==> src/rtl/core/hdt_pkg.sv <==
// Shared types and constants for the haversine distance block.
// No dependencies; every other file in rtl/core imports this package.
package hdt_pkg;

  localparam int CORDIC_STEPS_DEF = 24;
  localparam int ATAN_LEN         = 31;
  localparam int CW               = 34;  // CORDIC datapath width
  localparam int SQ_STEPS         = 31;  // root digits for a 61-bit radicand

  typedef logic signed [CW-1:0] cval_t;

  // atan(2^-i) in Q30, truncated
  localparam cval_t ATAN_Q30 [ATAN_LEN] = '{
    34'sd843314856, 34'sd497837829, 34'sd263043836, 34'sd133525158, 34'sd67021686,
    34'sd33543515, 34'sd16775850, 34'sd8388437, 34'sd4194282, 34'sd2097149,
    34'sd1048575, 34'sd524287, 34'sd262143, 34'sd131071, 34'sd65535,
    34'sd32767, 34'sd16383, 34'sd8191, 34'sd4095, 34'sd2047,
    34'sd1023, 34'sd511, 34'sd255, 34'sd127, 34'sd63,
    34'sd31, 34'sd15, 34'sd7, 34'sd3, 34'sd1, 34'sd0
  };

  localparam cval_t       INV_GAIN_Q30 = 34'sd652032874;
  localparam logic [31:0] PI_Q30       = 32'd3373259426;
  // ceil(2^43 / 45): exact quotient by 45 for dividends below 2^37
  localparam logic [37:0] RECIP45      = 38'd195468733827;
  localparam int          RECIP_SHIFT  = 43;

  localparam logic [1:0] CFG_ENABLE  = 2'd0;
  localparam logic [1:0] CFG_REF_LAT = 2'd1;
  localparam logic [1:0] CFG_REF_LON = 2'd2;

  typedef struct packed {
    logic signed [30:0] fix_latitude;
    logic signed [31:0] fix_longitude;
  } in_word_t;

  typedef struct packed {
    logic [28:0] distance_sixteenths;
    logic        distance_valid;
  } out_word_t;

  typedef struct packed {
    logic vld;
    logic en;
    logic neg;
  } ctl_t;

endpackage

==> src/rtl/core/hdt_sqrt_cell.sv <==
// One digit of a restoring binary square root, registered.
// Radicand remainder and partial root pass to the next cell. Uses hdt_pkg.
module hdt_sqrt_cell #(
  parameter int STEP = 0
) (
  input  logic        clk,
  input  logic [60:0] v_i,
  input  logic [61:0] r_i,
  output logic [60:0] v_o,
  output logic [61:0] r_o
);
  import hdt_pkg::*;

  localparam logic [61:0] BIT = 62'(1) << (2 * (SQ_STEPS - 1 - STEP));

  logic [60:0] v_r;
  logic [61:0] r_r;
  logic [61:0] trial;

  assign trial = r_i + BIT;

  always_ff @(posedge clk) begin
    if ({1'b0, v_i} >= trial) begin
      v_r <= v_i - trial[60:0];
      r_r <= (r_i >> 1) + BIT;
    end else begin
      v_r <= v_i;
      r_r <= r_i >> 1;
    end
  end

  assign v_o = v_r;
  assign r_o = r_r;

endmodule

==> config.mk <==
export PLATFORM = sky130hd
export DESIGN_NAME = hdt_sqrt_cell
export DESIGN_NICKNAME = d
export VERILOG_FILES = /design/src/rtl/core/hdt_pkg.sv /design/src/rtl/core/hdt_sqrt_cell.sv
export SDC_FILE = /design/constraint.sdc
export NUM_CORES = 1
export LEC_CHECK = 0
export CORE_UTILIZATION = 35
export CTS_BUF_LIST = sky130_fd_sc_hd__clkbuf_16
export DETAILED_ROUTE_END_ITERATION = 8
export DONT_BUFFER_PORTS = 1
export PLACE_DENSITY = 0.47
export SETUP_SLACK_MARGIN = 0.1
export SLEW_MARGIN = 10
export SYNTH_ARGS = -nofsm -noshare
export SYNTH_HDL_FRONTEND = slang
export SYNTH_SLANG_ARGS = --single-unit
==> constraint.sdc <==
create_clock -name clk -period 2.8 [get_ports clk]
set_input_delay 0.14 -clock clk [delete_from_list [all_inputs] [get_ports clk]]
set_output_delay 0.14 -clock clk [all_outputs]
set_load 0.05 [all_outputs]
==> flow_summary.ini <==
[sta]
hold_viol = 1
fmax_mhz = 396
drv_slew = 0
slew-limit-headroom = 0.600
rsz0062_at_grt = false
period_needed_ns = 2.52
setup_viol = 0
setup_tns_ns = 0
tightest_slew_ns = 0.599
hold_slack_ns = -0.123
fin_crit_sh = 0.902
setup_ws_ns = 0.275

[placement]
routabilityCongestion = 0.895
preCtsSetupSlack_ns = -0.183
dp_cells = 1209
portBuffers = 0
dp.final_hpwl_um = 19300

[synthesis]
synth_top_cell_by_area = dfxtp_1
synth_edf_count = 0
syn_inst = 863
yosysMostFrequentCell = dfxtp_1
synth_area_per_cell_um2 = 8.56
ys_ff_latch = 123
synth_fp_nets = 1049
ys_top_cells_by_area = dfxtp_1 (33%), ha_1 (10%), mux2_1 (6.6%), a21oi_1 (6.0%), xnor2_1 (4.4%)
synth_top_area_share = 0.333
async_flop_share = 0
synth_ff_type = dfxtp_1
yosysUniqueCellTypes = 63
synth_warnings = 0
synthTopCellsByCount = dfxtp_1 (123), a21oi_1 (88), inv_1 (85), nand2_1 (64), ha_1 (61)
synth-seq-area-share = 0.333
syn-cell-area_mm2 = 0.00739

[floorplanning]
start_util = 0.360
rows = 52
core_mm2 = 0.0205
pin_count = 247
die_h_um = 147
die-area_mm2 = 0.0217
die_w_um = 147

[finish]
drive_gt1_frac = 0.153
nFillCells = 1977
nNetsFinal = 1264
fin_util = 0.498
antennaDiodeCount = 0
fin_cells = 1358
area_delta_synth_final_pct = 38.1

[clocking]
cts_resized = 0
clock_path_buffers = 2
clkSinkCount = 123
htreeDepth = 4
clk_pin_slew_ns = 0.06
cts_setup_buffers = 0
cts_root_buffer = clkbuf_16
cts_hold_buf = 120
cts_tree = yes
cts_made_buffers = 17

[detailed_routing]
drt-total-wl_um = 24900
drc_errors = 0
drtPass1Iterations = 5
avgRoutedWirePerCell_um = 18.3
final_antenna_net_count = 0
vias_per_cell = 5.13
drt_iter0_markers = 364
vias = 6968

[grt]
grt_overflow_total = 0
antenna_found_initial = 0
first_global_vias = 7243
grt_max_degree = 26
grt_pass1_wl_um = 38400
grt.total_usage = 0.231

[critical_path]
criticalPathCategory = in -> reg
startpoint_type = primary input
cp_data_arrival_time_ns = 2.84
crit_required_ns = 3.11
crit_fanout = 4
end_kind = flip-flop

[power]
p_int_mw = 3.98
clockPowerShare = 0.336
p_leak_nw = 4.59
vdd_drop_max_mv = 0.367
p_comb_frac = 0.250
power_density_mw_per_mm2 = 614
power.switching_mw = 2.29
power_frac_seq = 0.414
swShare = 0.365

[min_path]
min_path_type = in -> reg

[outcome]
status = complete, but fails checks
violations = hold timing

[flow_run]
cap_viol_max_count = 0
[cells by family after synthesis]
family | Yosys count | synth area share
AOI/OAI and AO/OA | 246 | 0.219
and+or+nand+nor | 208 | 0.136
DFF | 123 | 0.333
buffers and inverters | 118 | 0.0630
adders and majority gates | 62 | 0.106
muxes | 54 | 0.0815
xor gates and xnor gates | 52 | 0.0617
[metrics by stage]
stage,cell area (µm²),power (mW)
finish,10200,6.27
global route,10200,6.56
CTS,10200,6.30
detailed placement,8470,4.06
global placement,8470,4.06
floorplan,7450,3.55
[placed cells by master (no fill, tap or decap), types with 7 or more instances in the layout]
cell           Yosys  final
a21o_1            23     23
a21oi_1           88     88
a31oi_1            7      7
and2_1            10     10
and3_1             7      7
buf_4              0    106
clkbuf_16          0     17
dfxtp_1          123    123
dlygate4sd3_1      0    120
ha_1              61     60
inv_1             85     85
mux2_1            43     39
nand2_1           64     64
nand3_1           15     15
nand4_1           20     20
nor2_1            53     53
nor3_1            11     11
o21a_1            12     12
o21ai_0           36     36
o21bai_1          23     23
o31ai_1            7      7
xnor2_1           37     37
xor2_1            15     15
[state kept, by name, summed over array words and instances, names as in the netlist]
name,flops
r_o,62
v_o,61
[worst paths after layout]
kind    from      end  slack (ns)  cells after the start
max   v_i[0]  v_o[52]        0.28                     13
min   v_i[0]   v_o[0]       -0.12                      2
[per-layer routing]
| layer | GRT usage | wire length, µm |
|---|---|---|
| met1 | 0.313 | 12000 |
| met2 | 0.357 | 10800 |
| met3 | 0.0596 | 1710 |
| met4 | 0.0665 | 397 |
| met5 | 0 | 0 |
[power groups by stage]
stage	clock, mW	sequential, mW	combinational [mW]
floorplan	0	2.60	0.945
global placement	0	2.64	1.42
detailed placement	0	2.63	1.42
CTS	2.14	2.60	1.57
global route	2.22	2.61	1.73
finish	2.11	2.60	1.56
[critical path, cell delays in order]
cell     delay (ns)
inv_4          0.03
ha_4           0.13
inv_2          0.03
fa_2           0.34
a21o_1         0.19
a221o_1        0.38
a22oi_4        0.24
o21ai_2        0.10
a31oi_2        0.29
o21ai_2        0.11
a211o_1        0.30
or3_1          0.31
a41o_1         0.23
[final cells by class]
cell class,instances,area (µm²),share of cell area
timing repair buffer,229,2060,0.202
sequential,123,2460,0.241
tap,270,338,0.0331
inverter,85,322,0.0315
clock buffer,17,425,0.0417
multi-input combinational,622,4490,0.440
clock inverter,12,111,0.0109
Power figures use the tool's default switching activity.
