[config.mk]
export PLATFORM = sky130hd
export DESIGN_NAME = hdt_vec_cell
export DESIGN_NICKNAME = d
export VERILOG_FILES = /design/src/rtl/core/hdt_pkg.sv /design/src/rtl/core/hdt_vec_cell.sv
export SDC_FILE = /design/constraint.sdc
export NUM_CORES = 1
export LEC_CHECK = 0
export BUFFER_PORTS_ARGS = -buffer_cell sky130_fd_sc_hd__buf_2
export CELL_PAD_IN_SITES_DETAIL_PLACEMENT = 0
export CELL_PAD_IN_SITES_GLOBAL_PLACEMENT = 2
export CORE_ASPECT_RATIO = 0.75
export CORE_UTILIZATION = 35
export CTS_CLUSTER_DIAMETER = 50
export DETAILED_ROUTE_END_ITERATION = 8
export PLACE_DENSITY_LB_ADDON = 0.1
export SETUP_SLACK_MARGIN = 0.5
export SLEW_MARGIN = 10
export SYNTH_ARGS = -nofsm -noshare
export SYNTH_HDL_FRONTEND = slang
export SYNTH_SLANG_ARGS = --single-unit
[constraint.sdc]
create_clock -name clk -period 10.3 [get_ports clk]
set_clock_uncertainty 0.2 [all_clocks]
set_input_delay 1.03 -clock clk [delete_from_list [all_inputs] [get_ports clk]]
set_output_delay 1.03 -clock clk [all_outputs]
set_load 0.005 [all_outputs]
[src/rtl/core/hdt_pkg.sv]
// Shared types and constants for the haversine distance block.
// No dependencies; every other file in rtl/core imports this package.
package hdt_pkg;

  localparam int CORDIC_STEPS_DEF = 24;
  localparam int ATAN_LEN         = 31;
  localparam int CW               = 34;  // CORDIC datapath width
  localparam int SQ_STEPS         = 31;  // root digits for a 61-bit radicand

  typedef logic signed [CW-1:0] cval_t;

  // atan(2^-i) in Q30, truncated
  localparam cval_t ATAN_Q30 [ATAN_LEN] = '{
    34'sd843314856, 34'sd497837829, 34'sd263043836, 34'sd133525158, 34'sd67021686,
    34'sd33543515, 34'sd16775850, 34'sd8388437, 34'sd4194282, 34'sd2097149,
    34'sd1048575, 34'sd524287, 34'sd262143, 34'sd131071, 34'sd65535,
    34'sd32767, 34'sd16383, 34'sd8191, 34'sd4095, 34'sd2047,
    34'sd1023, 34'sd511, 34'sd255, 34'sd127, 34'sd63,
    34'sd31, 34'sd15, 34'sd7, 34'sd3, 34'sd1, 34'sd0
  };

  localparam cval_t       INV_GAIN_Q30 = 34'sd652032874;
  localparam logic [31:0] PI_Q30       = 32'd3373259426;
  // ceil(2^43 / 45): exact quotient by 45 for dividends below 2^37
  localparam logic [37:0] RECIP45      = 38'd195468733827;
  localparam int          RECIP_SHIFT  = 43;

  localparam logic [1:0] CFG_ENABLE  = 2'd0;
  localparam logic [1:0] CFG_REF_LAT = 2'd1;
  localparam logic [1:0] CFG_REF_LON = 2'd2;

  typedef struct packed {
    logic signed [30:0] fix_latitude;
    logic signed [31:0] fix_longitude;
  } in_word_t;

  typedef struct packed {
    logic [28:0] distance_sixteenths;
    logic        distance_valid;
  } out_word_t;

  typedef struct packed {
    logic vld;
    logic en;
    logic neg;
  } ctl_t;

endpackage

[src/rtl/core/hdt_vec_cell.sv]
// One vectoring-mode CORDIC iteration, registered; z collects the angle.
// Uses hdt_pkg for the arctangent table and datapath width.
module hdt_vec_cell #(
  parameter int STEP = 0
) (
  input  logic                 clk,
  input  hdt_pkg::cval_t       x_i,
  input  hdt_pkg::cval_t       y_i,
  input  hdt_pkg::cval_t       z_i,
  output hdt_pkg::cval_t       x_o,
  output hdt_pkg::cval_t       y_o,
  output hdt_pkg::cval_t       z_o
);
  import hdt_pkg::*;

  localparam cval_t ANG = ATAN_Q30[STEP];

  cval_t x_r, y_r, z_r;
  cval_t dx, dy;

  assign dx = y_i >>> STEP;
  assign dy = x_i >>> STEP;

  always_ff @(posedge clk) begin
    if (y_i > 0) begin
      x_r <= x_i + dx;
      y_r <= y_i - dy;
      z_r <= z_i + ANG;
    end else begin
      x_r <= x_i - dx;
      y_r <= y_i + dy;
      z_r <= z_i - ANG;
    end
  end

  assign x_o = x_r;
  assign y_o = y_r;
  assign z_o = z_r;

endmodule

==> flow_metrics.tcl <==
set metrics [dict create \
    grt_overflow 0 \
    async_reset_ff_share_pct 0 \
    grt_start_max_net_pins 62 \
    synth.net_count 1440 \
    core_area_mm2 0.02616 \
    vias 9328 \
    cts_setup_buffers 0 \
    status "finished clean" \
    dr.pass1.iters 6 \
    synthCells 1205 \
    initial_utilization_pct 35.97 \
    die_height_um 144.0 \
    synth_top_area_share_pct 21.49 \
    seq_area_frac_synth_pct 21.49 \
    hold_violations 0 \
    worstSetupStartpointType "input pin" \
    tightest_slew_ns 0.8752 \
    finalSetupViolations 0 \
    synth_top_area_cell "dfxtp_1" \
    ant_nets 0 \
    report.final.slew_viol_count 0 \
    crit_family "compound AO/OA/AOI/OAI gates" \
    drc 0 \
    n_fill_cell 2791 \
    p_leak_nw 5.250 \
    synth_edf_count 0 \
    setup.worst_path.class "in -> reg" \
    clk_path_buf_depth 2 \
    dieArea_mm2 0.02755 \
    synth_area_mm2 0.009410 \
    critPathBufInv 3 \
    finalWirelength_um 33170 \
    synth_area_leaders "dfxtp_1, ha_1, a21oi_1" \
    antenna_found_initial 1 \
    globalplace.congestion 0.9483 \
    syn2layout_area_growth_pct 16.55 \
    grt_pass1_wl_um 50250 \
    synth-compound-area-share_pct 28.80 \
    avgSynthCellArea_um2 7.809 \
    synth_xor_area_share_pct 8.749 \
    rsz0062_at_grt "no" \
    ys_ff_latch 101 \
    routedWlPerCell_um 19.23 \
    cts.clk_slew.worst_paths_ns 0.07 \
    critPathMaxFanout 61 \
    grt_pass1_vias 8627 \
    io_buffers 204 \
    synthTopCellsByCount "a21oi_1, ha_1, inv_1, nor2_1, dfxtp_1" \
    peakVddDrop_mv 0.08369 \
    vias_per_cell 5.408 \
    end_kind "flop" \
    cp.required_ns 10.40 \
    crit_chain "buf_2, nor4_1, nand4_1, nor2_1, a21o_4, inv_2, buf_4, fa_1, nor2b_1, o21ai_1, a21oi_1, o211ai_1, a2111oi_0, nor2_1, a21oi_1, nand4b_1, a21oi_1, xor2_1" \
    die_x_um 191.3 \
    crit_top_cell "a21oi_1" \
    powerDensity_mw_per_mm2 134.8 \
    crit_path_max_incr_delay_ns 0.75 \
    period_needed_ns 5.974 \
    cts_resized 0 \
    h-tree-depth 3 \
    finalInstanceArea_mm2 0.01097 \
    slew_headroom_pct 40.89 \
    arrival_ns 6.07 \
    synth_mux_area_share_pct 1.276 \
    timing.fmax_ghz 0.1674 \
    finalCritPeriodShare_pct 58.00 \
    min_path_type "in -> reg" \
    hpwlAfterDp_um 26720 \
    place_inst 1709 \
    grtUsageTotal_pct 24.03 \
    synthMostInstantiatedCell "a21oi_1" \
    ios 205 \
    cts.sinks 101 \
    cp_slowest_cell "nor4_1" \
    synth_fa_ha_area_share_pct 17.87 \
    holdBufCountCts 0 \
    row_count 51 \
    nets 1611 \
    synth_top_family_by_area "compound AO/OA/AOI/OAI gates" \
    synth_simple_gate_area_share_pct 14.59 \
    placement.cell_area_mm2 0.01068 \
    yosys_most_used_dff "dfxtp_1" \
    yosysWarnings 0 \
    drv_cap 0 \
    layout.cells.non_filler 1725 \
    cts_buffers 9 \
    tns_ns 0 \
    cts-root-buf "clkbuf_16" \
    yosys.cell_types.count 81 \
    drive_gt1_share_pct 18.78 \
    cts_tree "yes" \
    drtIter0Drc 733 \
]
## metrics by stage
step	hold slack [ns]	setup WS (ns)	power (mW)	utilization, %
3_3_place_gp	0.9348	4.087	1.140	40.81
3_5_place_dp	0.9346	4.012	1.133	40.81
4_1_cts	0.5477	4.396	1.494	41.90
6_report	0.5598	4.326	1.479	41.92
2_1_floorplan	0.8577	5.160	0.8948	-
5_1_grt	0.5504	3.886	1.580	41.91
## placed cells by master, fill, tap and decap left out, types with 4 or more instances in the layout
master,instances
o211ai_1,10
a221o_1,4
nor3_1,24
and3_1,6
clkbuf_16,9
or3_1,6
inv_1,115
inv_2,4
fa_1,4
o22ai_1,4
o21bai_1,24
nand3_1,19
ha_1,128
a221oi_1,8
buf_2,204
xor2_1,19
xnor2_1,75
a21oi_1,156
o21ai_1,11
a211oi_1,8
o21a_1,10
nand4_1,16
and2_1,4
dfxtp_1,101
nand2_1,43
a31oi_1,13
o31ai_1,7
a21o_1,45
buf_4,5
nor2b_1,11
nand2b_1,19
mux2i_1,12
o21ai_0,62
nor4_1,15
nor2_1,104
## final timing paths
check  startpoint               to  slack (ns)  depth (start not counted)
max       y_i[18]  z_o[31]$_DFF_P_        4.33                         18
min        z_i[1]   z_o[1]$_DFF_P_        0.56                          1
## metal layers
layer,vias to the layer above,global-route usage (%),wire length [um]
li1,4595,-,-
met4,0,4.678,395
met3,26,5.144,2535
met5,-,0,0
met2,349,33.45,12980
met1,4358,37.03,17270
## registers in the layout, indices dropped and copies added (netlist names)
name / flops
z_o: 34
x_o: 34
y_o: 33
## power breakdown
group | leakage [nW] | switching [mW] | internal, mW
combinational | 4.26 | 0.366 | 0.258
sequential | 0.852 | 0.0239 | 0.481
clock | 0.142 | 0.162 | 0.188
## final cells by class
cell class / count / area, um^2 / share of cell area [%]
sequential: 101 / 2022 / 18.43
tap: 344 / 430.4 / 3.924
antenna: 2 / 5.005 / 0.04563
clock buffer: 9 / 225.2 / 2.053
clock inverter: 5 / 61.31 / 0.5590
inverter: 120 / 450.4 / 4.107
multi-input combinational: 935 / 6715 / 61.23
timing repair buffer: 209 / 1059 / 9.651
## kinds of logic after synthesis
logic type,count (synthesis)
xor+xnor,94
flops,101
compound gates,416
fa+ha+maj,132
mux,12
buf+inv,169
simple gates,281
Power figures use the tool's default switching activity.
