`config.mk`:
```
export PLATFORM = sky130hd
export DESIGN_NAME = hdt_rot_cell
export DESIGN_NICKNAME = d
export VERILOG_FILES = /design/src/rtl/core/hdt_pkg.sv /design/src/rtl/core/hdt_rot_cell.sv
export SDC_FILE = /design/constraint.sdc
export NUM_CORES = 1
export LEC_CHECK = 0
export BUFFER_PORTS_ARGS = -buffer_cell sky130_fd_sc_hd__buf_4
export CAP_MARGIN = 5
export CORE_ASPECT_RATIO = 1.75
export CORE_MARGIN = 3
export CORE_UTILIZATION = 30
export DETAILED_ROUTE_END_ITERATION = 8
export SETUP_SLACK_MARGIN = 0.2
export SYNTH_ARGS = -nofsm -noshare
export SYNTH_HDL_FRONTEND = slang
export SYNTH_SLANG_ARGS = --single-unit
export TNS_END_PERCENT = 50
```
`constraint.sdc`:
```
create_clock -name clk -period 7.8 [get_ports clk]
set_input_delay 0.39 -clock clk [delete_from_list [all_inputs] [get_ports clk]]
set_output_delay 0.39 -clock clk [all_outputs]
set_load 0.05 [all_outputs]
```
`src/rtl/core/hdt_pkg.sv`:
```
// Shared types and constants for the haversine distance block.
// No dependencies; every other file in rtl/core imports this package.
package hdt_pkg;

  localparam int CORDIC_STEPS_DEF = 24;
  localparam int ATAN_LEN         = 31;
  localparam int CW               = 34;  // CORDIC datapath width
  localparam int SQ_STEPS         = 31;  // root digits for a 61-bit radicand

  typedef logic signed [CW-1:0] cval_t;

  // atan(2^-i) in Q30, truncated
  localparam cval_t ATAN_Q30 [ATAN_LEN] = '{
    34'sd843314856, 34'sd497837829, 34'sd263043836, 34'sd133525158, 34'sd67021686,
    34'sd33543515, 34'sd16775850, 34'sd8388437, 34'sd4194282, 34'sd2097149,
    34'sd1048575, 34'sd524287, 34'sd262143, 34'sd131071, 34'sd65535,
    34'sd32767, 34'sd16383, 34'sd8191, 34'sd4095, 34'sd2047,
    34'sd1023, 34'sd511, 34'sd255, 34'sd127, 34'sd63,
    34'sd31, 34'sd15, 34'sd7, 34'sd3, 34'sd1, 34'sd0
  };

  localparam cval_t       INV_GAIN_Q30 = 34'sd652032874;
  localparam logic [31:0] PI_Q30       = 32'd3373259426;
  // ceil(2^43 / 45): exact quotient by 45 for dividends below 2^37
  localparam logic [37:0] RECIP45      = 38'd195468733827;
  localparam int          RECIP_SHIFT  = 43;

  localparam logic [1:0] CFG_ENABLE  = 2'd0;
  localparam logic [1:0] CFG_REF_LAT = 2'd1;
  localparam logic [1:0] CFG_REF_LON = 2'd2;

  typedef struct packed {
    logic signed [30:0] fix_latitude;
    logic signed [31:0] fix_longitude;
  } in_word_t;

  typedef struct packed {
    logic [28:0] distance_sixteenths;
    logic        distance_valid;
  } out_word_t;

  typedef struct packed {
    logic vld;
    logic en;
    logic neg;
  } ctl_t;

endpackage

```
`src/rtl/core/hdt_rot_cell.sv`:
```
// One rotation-mode CORDIC iteration, registered.
// Uses hdt_pkg for the arctangent table and datapath width.
module hdt_rot_cell #(
  parameter int STEP = 0
) (
  input  logic                 clk,
  input  hdt_pkg::cval_t       x_i,
  input  hdt_pkg::cval_t       y_i,
  input  hdt_pkg::cval_t       z_i,
  output hdt_pkg::cval_t       x_o,
  output hdt_pkg::cval_t       y_o,
  output hdt_pkg::cval_t       z_o
);
  import hdt_pkg::*;

  localparam cval_t ANG = ATAN_Q30[STEP];

  cval_t x_r, y_r, z_r;
  cval_t dx, dy;

  assign dx = y_i >>> STEP;
  assign dy = x_i >>> STEP;

  always_ff @(posedge clk) begin
    if (!z_i[CW-1]) begin
      x_r <= x_i - dx;
      y_r <= y_i + dy;
      z_r <= z_i - ANG;
    end else begin
      x_r <= x_i + dx;
      y_r <= y_i - dy;
      z_r <= z_i + ANG;
    end
  end

  assign x_o = x_r;
  assign y_o = y_r;
  assign z_o = z_r;

endmodule

```
==> results of run 1 <==
## sequential cells by signal (all words and copies together), names as in the netlist
signal,count
x_o,34
y_o,33
z_o,34
## critical path: stages
cell       delay, ns
buf_4           0.33
buf_4           0.73
ha_1            0.38
o21ai_0         0.13
o21ai_0         0.31
nand3_1         0.16
a31oi_1         0.50
a2111oi_0       0.23
o41ai_1         0.38
a21oi_1         0.13
xnor2_1         0.13
## per-stage QoR
step / std cells / utilization / power, mW / hold WS [ns]
2_1_floorplan: 1216 / - / 1.58 / 0.418
3_3_place_gp: 1766 / 0.366 / 2.00 / 0.494
3_5_place_dp: 1766 / 0.366 / 2.00 / 0.496
4_1_cts: 1781 / 0.376 / 2.50 / 0.0796
5_1_grt: 1781 / 0.376 / 2.60 / 0.0975
6_report: 1781 / 0.376 / 2.47 / 0.111
## logic make-up (layout without fill, tap and decap cells)
logic type,Yosys count,after routing,synth area share
flops,101,101,0.214
xor+xnor,89,89,0.0827
fa+ha+maj,133,133,0.180
mux,12,12,0.0129
simple gates,302,302,0.155
buf+inv,163,337,0.0654
compound gates,416,416,0.290
## area by class of cell
type / count / area (µm²)
timing repair buffer: 206 / 1550
multi-input combinational: 952 / 6790
inverter: 116 / 435
tap: 391 / 489
clock buffer: 9 / 225
fill: 3259 / 19300
clock inverter: 6 / 76.3
sequential: 101 / 2020
## per-layer routing
metal | vias up | GRT usage | wire length [µm]
met1 | 4462 | 0.186 | 11900
met5 | - | 0 | 0
met4 | 0 | 0.126 | 1990
li1 | 4687 | - | -
met3 | 96 | 0.0275 | 1630
met2 | 369 | 0.391 | 18900
## cells in the final DEF (no fill, tap or decap), types with 5 or more instances in the layout
cell type	instances
a211o_1	7
a211oi_1	16
a21boi_0	5
a21o_1	39
a21oi_1	123
a221oi_1	9
a31oi_1	14
and2_1	10
and3_1	9
buf_4	206
clkbuf_16	9
dfxtp_1	101
ha_1	129
inv_1	114
mux2i_1	11
nand2_1	68
nand2b_1	16
nand3_1	15
nand4_1	12
nor2_1	91
nor2b_1	14
nor3_1	26
nor4_1	9
o2111ai_1	5
o211ai_1	21
o21a_1	16
o21ai_0	73
o21bai_1	15
o221ai_1	5
o22ai_1	6
o311ai_0	7
o31ai_1	15
or2_2	6
or3_1	13
or4_1	6
xnor2_1	69
xor2_1	20
## worst paths after layout
kind  startpoint              end  slack [ns]  depth (start not counted)
min       z_i[0]   z_o[0]$_DFF_P_        0.11                          1
max      z_i[33]  z_o[32]$_DFF_P_        4.25                         11
## power breakdown
group	total, mW	internal [mW]	switching, mW
Sequential	0.674	0.636	0.0383
Combinational	1.32	0.422	0.894
Clock	0.482	0.253	0.229
==> impl_metrics.toml, run 1 <==
[run_status]
status = "completed"

[yosys]
syn_area_per_cell_um2 = 7.75
synth.area.top_cells = "dfxtp_1 (21%), ha_1 (17%), a21oi_1 (6.5%)"
synth-async-reset-ratio = 0
synth_top_area_share = 0.214
yosys-top-cells-count = "ha_1 (129), a21oi_1 (123), inv_1 (114)"
synth_flop_cell = "dfxtp_1"
yosys_warnings = 0
synth-edff-count = 0
syn_inst = 1216
ys_seq_area_frac = 0.214
synth_fp_nets = 1452
yosysMostFrequentCell = "ha_1"
syn_area_um2 = 9430
synth_area_leader_cell = "dfxtp_1"
synth-seq-cells = 101
synthDistinctLibCells = 70

[power]
leakagePower_nw = 5.41
peakVddDrop_mv = 0.134
power_density_nw_per_um2 = 213

[grt]
grt_use_total = 0.197
grt_max_degree = 79
antenna_found_initial = 0
globalRouteOverflowTotal = 0
grt_pass1_vias = 9630
grt_pass1_wl_um = 51500

[placement]
numPortBuffers = 204
dp_hpwl_um = 28100
place_area_um2 = 11300
place.gp.congestion = 0.938
place_worst_setup_slack_ns = 3.93

[routing]
firstDrtPassIters = 5
drtAntennaViolNets = 0
wl_per_cell_um = 19.3
post_drt_via_cell_ratio = 5.40
routed_wl_um = 34400
drc = 0
vias = 9614
drt_iter0_drc = 505

[floorplanning]
io_pins = 205
die_w_um = 140
core_area_um2 = 30800
die_y_um = 241
rows = 85
start_util = 0.306
die_area_um2 = 33700

[cells_and_area]
final_area_um2 = 11600
drive_gt1_frac = 0.173
nNetsFinal = 1622
area_growth_pct = 22.9
diodes = 0

[clocking]
ctsHoldBuffers = 0
ctsRootBufferMaster = "clkbuf_16"
cts.clk_slew.worst_paths_ns = 0.07
cts_buffers = 9
htree_num_levels = 3
cts_resized = 0
cts_sinks = 101
cts_buffer_depth = 2
cts_tree = "yes"
postCtsSetupRepairBufs = 0

[sta]
finalCriticalPeriod_ns = 3.55
hold_violations = 0
fmax_mhz = 282
rsz0062_at_grt = "no"
fin_tns_setup_ns = 0
maxSlewViolCount = 0
fin_crit_sh = 0.455
max-slew-margin-rel = 0.370
worst_pin_slew_ns = 0.932
setup_ws_ns = 4.25
setup_violations = 0

[setup_path]
path_class = "input port to flip-flop"
worst-path-max-fanout = 78
crit_path_end_kind = "flip-flop"
worstPathArrival_ns = 3.82
cp.required_ns = 8.07
crit_path_start_kind = "input port"

[hold_path]
hold_path_class = "input port to flip-flop"

[job]
maxCapViolCount = 0
(Power assumes the default switching activity.)
==> run 2: changes to the inputs <==
==> constraint.sdc (replaced) <==
create_clock -name clk -period 3.6 [get_ports clk]
set_input_delay 0.18 -clock clk [delete_from_list [all_inputs] [get_ports clk]]
set_output_delay 0.18 -clock clk [all_outputs]
set_load 0.05 [all_outputs]
==> impl_metrics.toml, run 2 (synthesis gave the netlist of run 1 again) <==
[setup_path]
crit_path_end_kind = "flip-flop"
cp.required_ns = 3.91
path_class = "input port to flip-flop"
worstPathArrival_ns = 3.25
worst-path-max-fanout = 4
crit_path_start_kind = "input port"

[cells_and_area]
layout_common_cells = "buf_4 (230), ha_1 (129), a21oi_1 (123)"
area_growth_pct = 25.3
drive_gt1_frac = 0.187
final_common_cell = "buf_4"
nNetsFinal = 1651

[placement]
numPortBuffers = 204
dp_hpwl_um = 28700
place.gp.congestion = 0.957

[sta]
max-slew-margin-rel = 0.514
hold_violations = 0
fin_crit_sh = 0.815
finalCriticalPeriod_ns = 2.94
rsz0062_at_grt = "no"
fmax_mhz = 341
setup_violations = 0
worst_pin_slew_ns = 0.711
maxSlewViolCount = 0
fin_tns_setup_ns = 0

[power]
internal-power_mw = 2.83
switching_share = 0.472
pwr-share-comb = 0.537
power_mw = 5.36
switchingPower_mw = 2.53
power_frac_clock = 0.188
leakagePower_nw = 5.55
seqPwrFrac = 0.274
power_density_nw_per_um2 = 454
peakVddDrop_mv = 0.277

[grt]
grt_use_total = 0.201
antenna_found_initial = 1
grt_max_degree = 65
grt_pass1_vias = 10000
globalRouteOverflowTotal = 0
grt_pass1_wl_um = 52900

[clocking]
cts_buffer_depth = 2
postCtsSetupRepairBufs = 0
htree_num_levels = 3
cts.clk_slew.worst_paths_ns = 0.08
cts_buffers = 9
ctsRootBufferMaster = "clkbuf_16"
cts_sinks = 101
cts_tree = "yes"

[floorplanning]
rows = 85
die_y_um = 241
die_area_um2 = 33700
core_area_um2 = 30800
die_w_um = 140
io_pins = 205
start_util = 0.306

[run_status]
status = "completed"

[routing]
wl_per_cell_um = 19.1
firstDrtPassIters = 5
routed_wl_um = 34700
vias = 9708
drt_iter0_drc = 413
drtAntennaViolNets = 0
post_drt_via_cell_ratio = 5.36
drc = 0

[hold_path]
hold_path_class = "input port to flip-flop"

[job]
maxCapViolCount = 0
-- run 2: repair_timing --
item / 4_1_cts / 5_1_grt
endpoints found under the hold margin: 4 / 0
hold buffers: 4 / 0
gates resized for setup: 0 / 0
endpoints found under the setup margin: 0 / 0
-- run 2: critical path: stages --
cell and delay (ns):
dlygate4sd3_1 0.54, buf_4 0.16, fa_1 0.48, a211oi_1 0.32
o21ai_0 0.16, a211o_1 0.30, a21oi_1 0.34, o211ai_1 0.23
a21o_1 0.23, a21oi_1 0.18, xnor2_1 0.13
-- run 2: power by group through the flow --
stage	Combinational [mW]	Sequential (mW)	Clock, mW
3_3_place_gp	2.87	1.50	0
5_1_grt	3.06	1.50	1.09
3_5_place_dp	2.87	1.50	0
4_1_cts	2.89	1.48	1.06
6_report	2.88	1.47	1.01
2_1_floorplan	1.03	2.39	0
-- run 2: path summary, 6_finish.rpt --
kind / startpoint / endpoint / slack, ns / cells after the start
max: z_i[3] / z_o[29]$_DFF_P_ / 0.66 / 11
min: z_i[4] / z_o[4]$_DFF_P_ / 0.07 / 2
-- run 2: layer usage --
metal / track usage / vias up / wire, µm
li1: - / 4746 / -
met1: 0.191 / 4503 / 12100
met2: 0.393 / 353 / 18900
met3: 0.0245 / 106 / 1400
met4: 0.141 / 0 / 2250
met5: 0 / - / 0
-- run 2: through the flow --
stage	area [µm²]	hold slack, ns	cells	utilization	setup WS, ns
floorplan	9430	0.208	1216	-	0.483
finish	11800	0.0743	1812	0.383	0.664
global route	11800	0.0730	1812	0.383	0.498
CTS	11800	0.0453	1811	0.383	0.656
detailed placement	11500	0.288	1791	0.372	0.417
global placement	11500	0.285	1791	0.372	0.402
-- run 2: area by class of cell --
type	count	area, µm²
clock buffer	10	239
sequential	101	2020
tap	391	489
fill	3269	19000
clock inverter	6	53.8
timing repair buffer	235	1790
antenna	1	2.50
multi-input combinational	952	6790
inverter	116	435
==> run 3: changes to the inputs <==
==> constraint.sdc (replaced) <==
create_clock -name clk -period 2.85 [get_ports clk]
set_input_delay 0.1425 -clock clk [delete_from_list [all_inputs] [get_ports clk]]
set_output_delay 0.1425 -clock clk [all_outputs]
set_load 0.05 [all_outputs]
==> impl_metrics.toml, run 3 (synthesis gave the netlist of run 1 again) <==
[grt]
grt_pass1_wl_um = 54900
grt_use_total = 0.209
antenna_found_initial = 0
grt_max_degree = 97
globalRouteOverflowTotal = 0
grt_pass1_vias = 10400

[cells_and_area]
multi_input_area_um2 = 6810
fillers = 3237
layout_common_cells = "buf_4 (323), ha_1 (129), a21oi_1 (123)"
area_growth_pct = 33.1
ff_latch_area_um2 = 2020
diodes = 0
nNetsFinal = 1743
final_area_um2 = 12500
final_common_cell = "buf_4"
fin_cells = 1903
drive_gt1_frac = 0.238

[sta]
maxSlewViolCount = 0
fmax_mhz = 380
worst_pin_slew_ns = 0.972
fin_hold_ws_ns = 0.0308
max-slew-margin-rel = 0.352
hold_violations = 0
setup_violations = 0
fin_crit_sh = 0.923
finalCriticalPeriod_ns = 2.63
rsz0062_at_grt = "yes"

[placement]
numPortBuffers = 204
place_area_um2 = 12200
place.gp.congestion = 0.931
post-place-cells = 1883
dp_hpwl_um = 30200

[clocking]
cts.clk_slew.worst_paths_ns = 0.07
htree_num_levels = 3
cts_buffers = 9
cts_buffer_depth = 2
ctsRootBufferMaster = "clkbuf_16"
cts_tree = "yes"
postCtsSetupRepairBufs = 0
cts_sinks = 101

[floorplanning]
start_util = 0.306
die_area_um2 = 33700
io_pins = 205
die_y_um = 241
core_area_um2 = 30800
die_w_um = 140
rows = 85

[routing]
routed_wl_um = 36200
firstDrtPassIters = 5
wl_per_cell_um = 19.0
post_drt_via_cell_ratio = 5.26
drc = 0
drtAntennaViolNets = 0
vias = 10000
drt_iter0_drc = 421

[setup_path]
crit_path_top_delay_cell = "or4_1"
worst-path-max-fanout = 3
path_class = "input port to flip-flop"
path_common_cell = "o311ai_1"
worstPathArrival_ns = 2.90
cp.required_ns = 3.12
crit_chain = "buf_4 > inv_1 > ha_1 > or4_1 > or3_1 > or2_1 > o2111ai_1 > o311ai_1 > o311ai_1 > xnor2_1"
path_delay_family = "simple AND/OR/NAND/NOR gates"
crit_path_start_kind = "input port"
cp.buffers_inverters = 2
critPathMaxStageDelay_ns = 0.62
crit_path_end_kind = "flip-flop"

[power]
peakVddDrop_mv = 0.361
leakagePower_nw = 6.00
power_density_nw_per_um2 = 568

[hold_path]
hold_path_class = "input port to flip-flop"

[run_status]
status = "completed"

[job]
maxCapViolCount = 0
run 3: power by group:
| part | total (mW) | leakage, nW | internal (mW) | switching (mW) |
|---|---|---|---|---|
| Combinational | 3.83 | 4.99 | 1.35 | 2.49 |
| Clock | 1.41 | 0.151 | 0.780 | 0.633 |
| Sequential | 1.88 | 0.852 | 1.74 | 0.134 |
run 3: metal layers:
metal  vias up  part of all wire  GRT usage
li1       4928                 -          -
met1      4645              0.34      0.192
met2       333              0.55      0.419
met3       106             0.046     0.0293
met4         0             0.063      0.133
met5         -                 0          0
run 3: path summary, 6_finish.rpt:
| kind | start | endpoint | depth (start not counted) |
|---|---|---|---|
| worst max-delay path | x_i[19] | y_o[26]$_DFF_P_ | 10 |
| worst min-delay path | z_i[4] | z_o[4]$_DFF_P_ | 2 |
run 3: what timing repair did:
item | 4_1_cts | 5_1_grt
endpoints found under the setup margin | 2 | 5
hold buffers | 4 | 0
gates resized for setup | 1 | 1
pin swaps | 1 | 0
endpoints found under the hold margin | 4 | 0
run 3: per-stage QoR:
stage               utilization  setup WS [ns]  power (mW)  setup TNS (ns)
floorplan                     -          0.208        4.33               0
global placement          0.395         -0.293        5.73          -0.944
global route              0.407          0.159        7.48               0
finish                    0.407          0.218        7.12               0
CTS                       0.407          0.215        7.19               0
detailed placement        0.395         -0.260        5.73          -0.790
run 3: final cells by class:
cell class | instances | area share
Tap cell | 391 | 0.0390
Sequential cell | 101 | 0.161
Inverter | 116 | 0.0347
Clock buffer | 10 | 0.0183
Multi-Input combinational cell | 952 | 0.543
Clock inverter | 6 | 0.00758
Timing Repair Buffer | 327 | 0.196
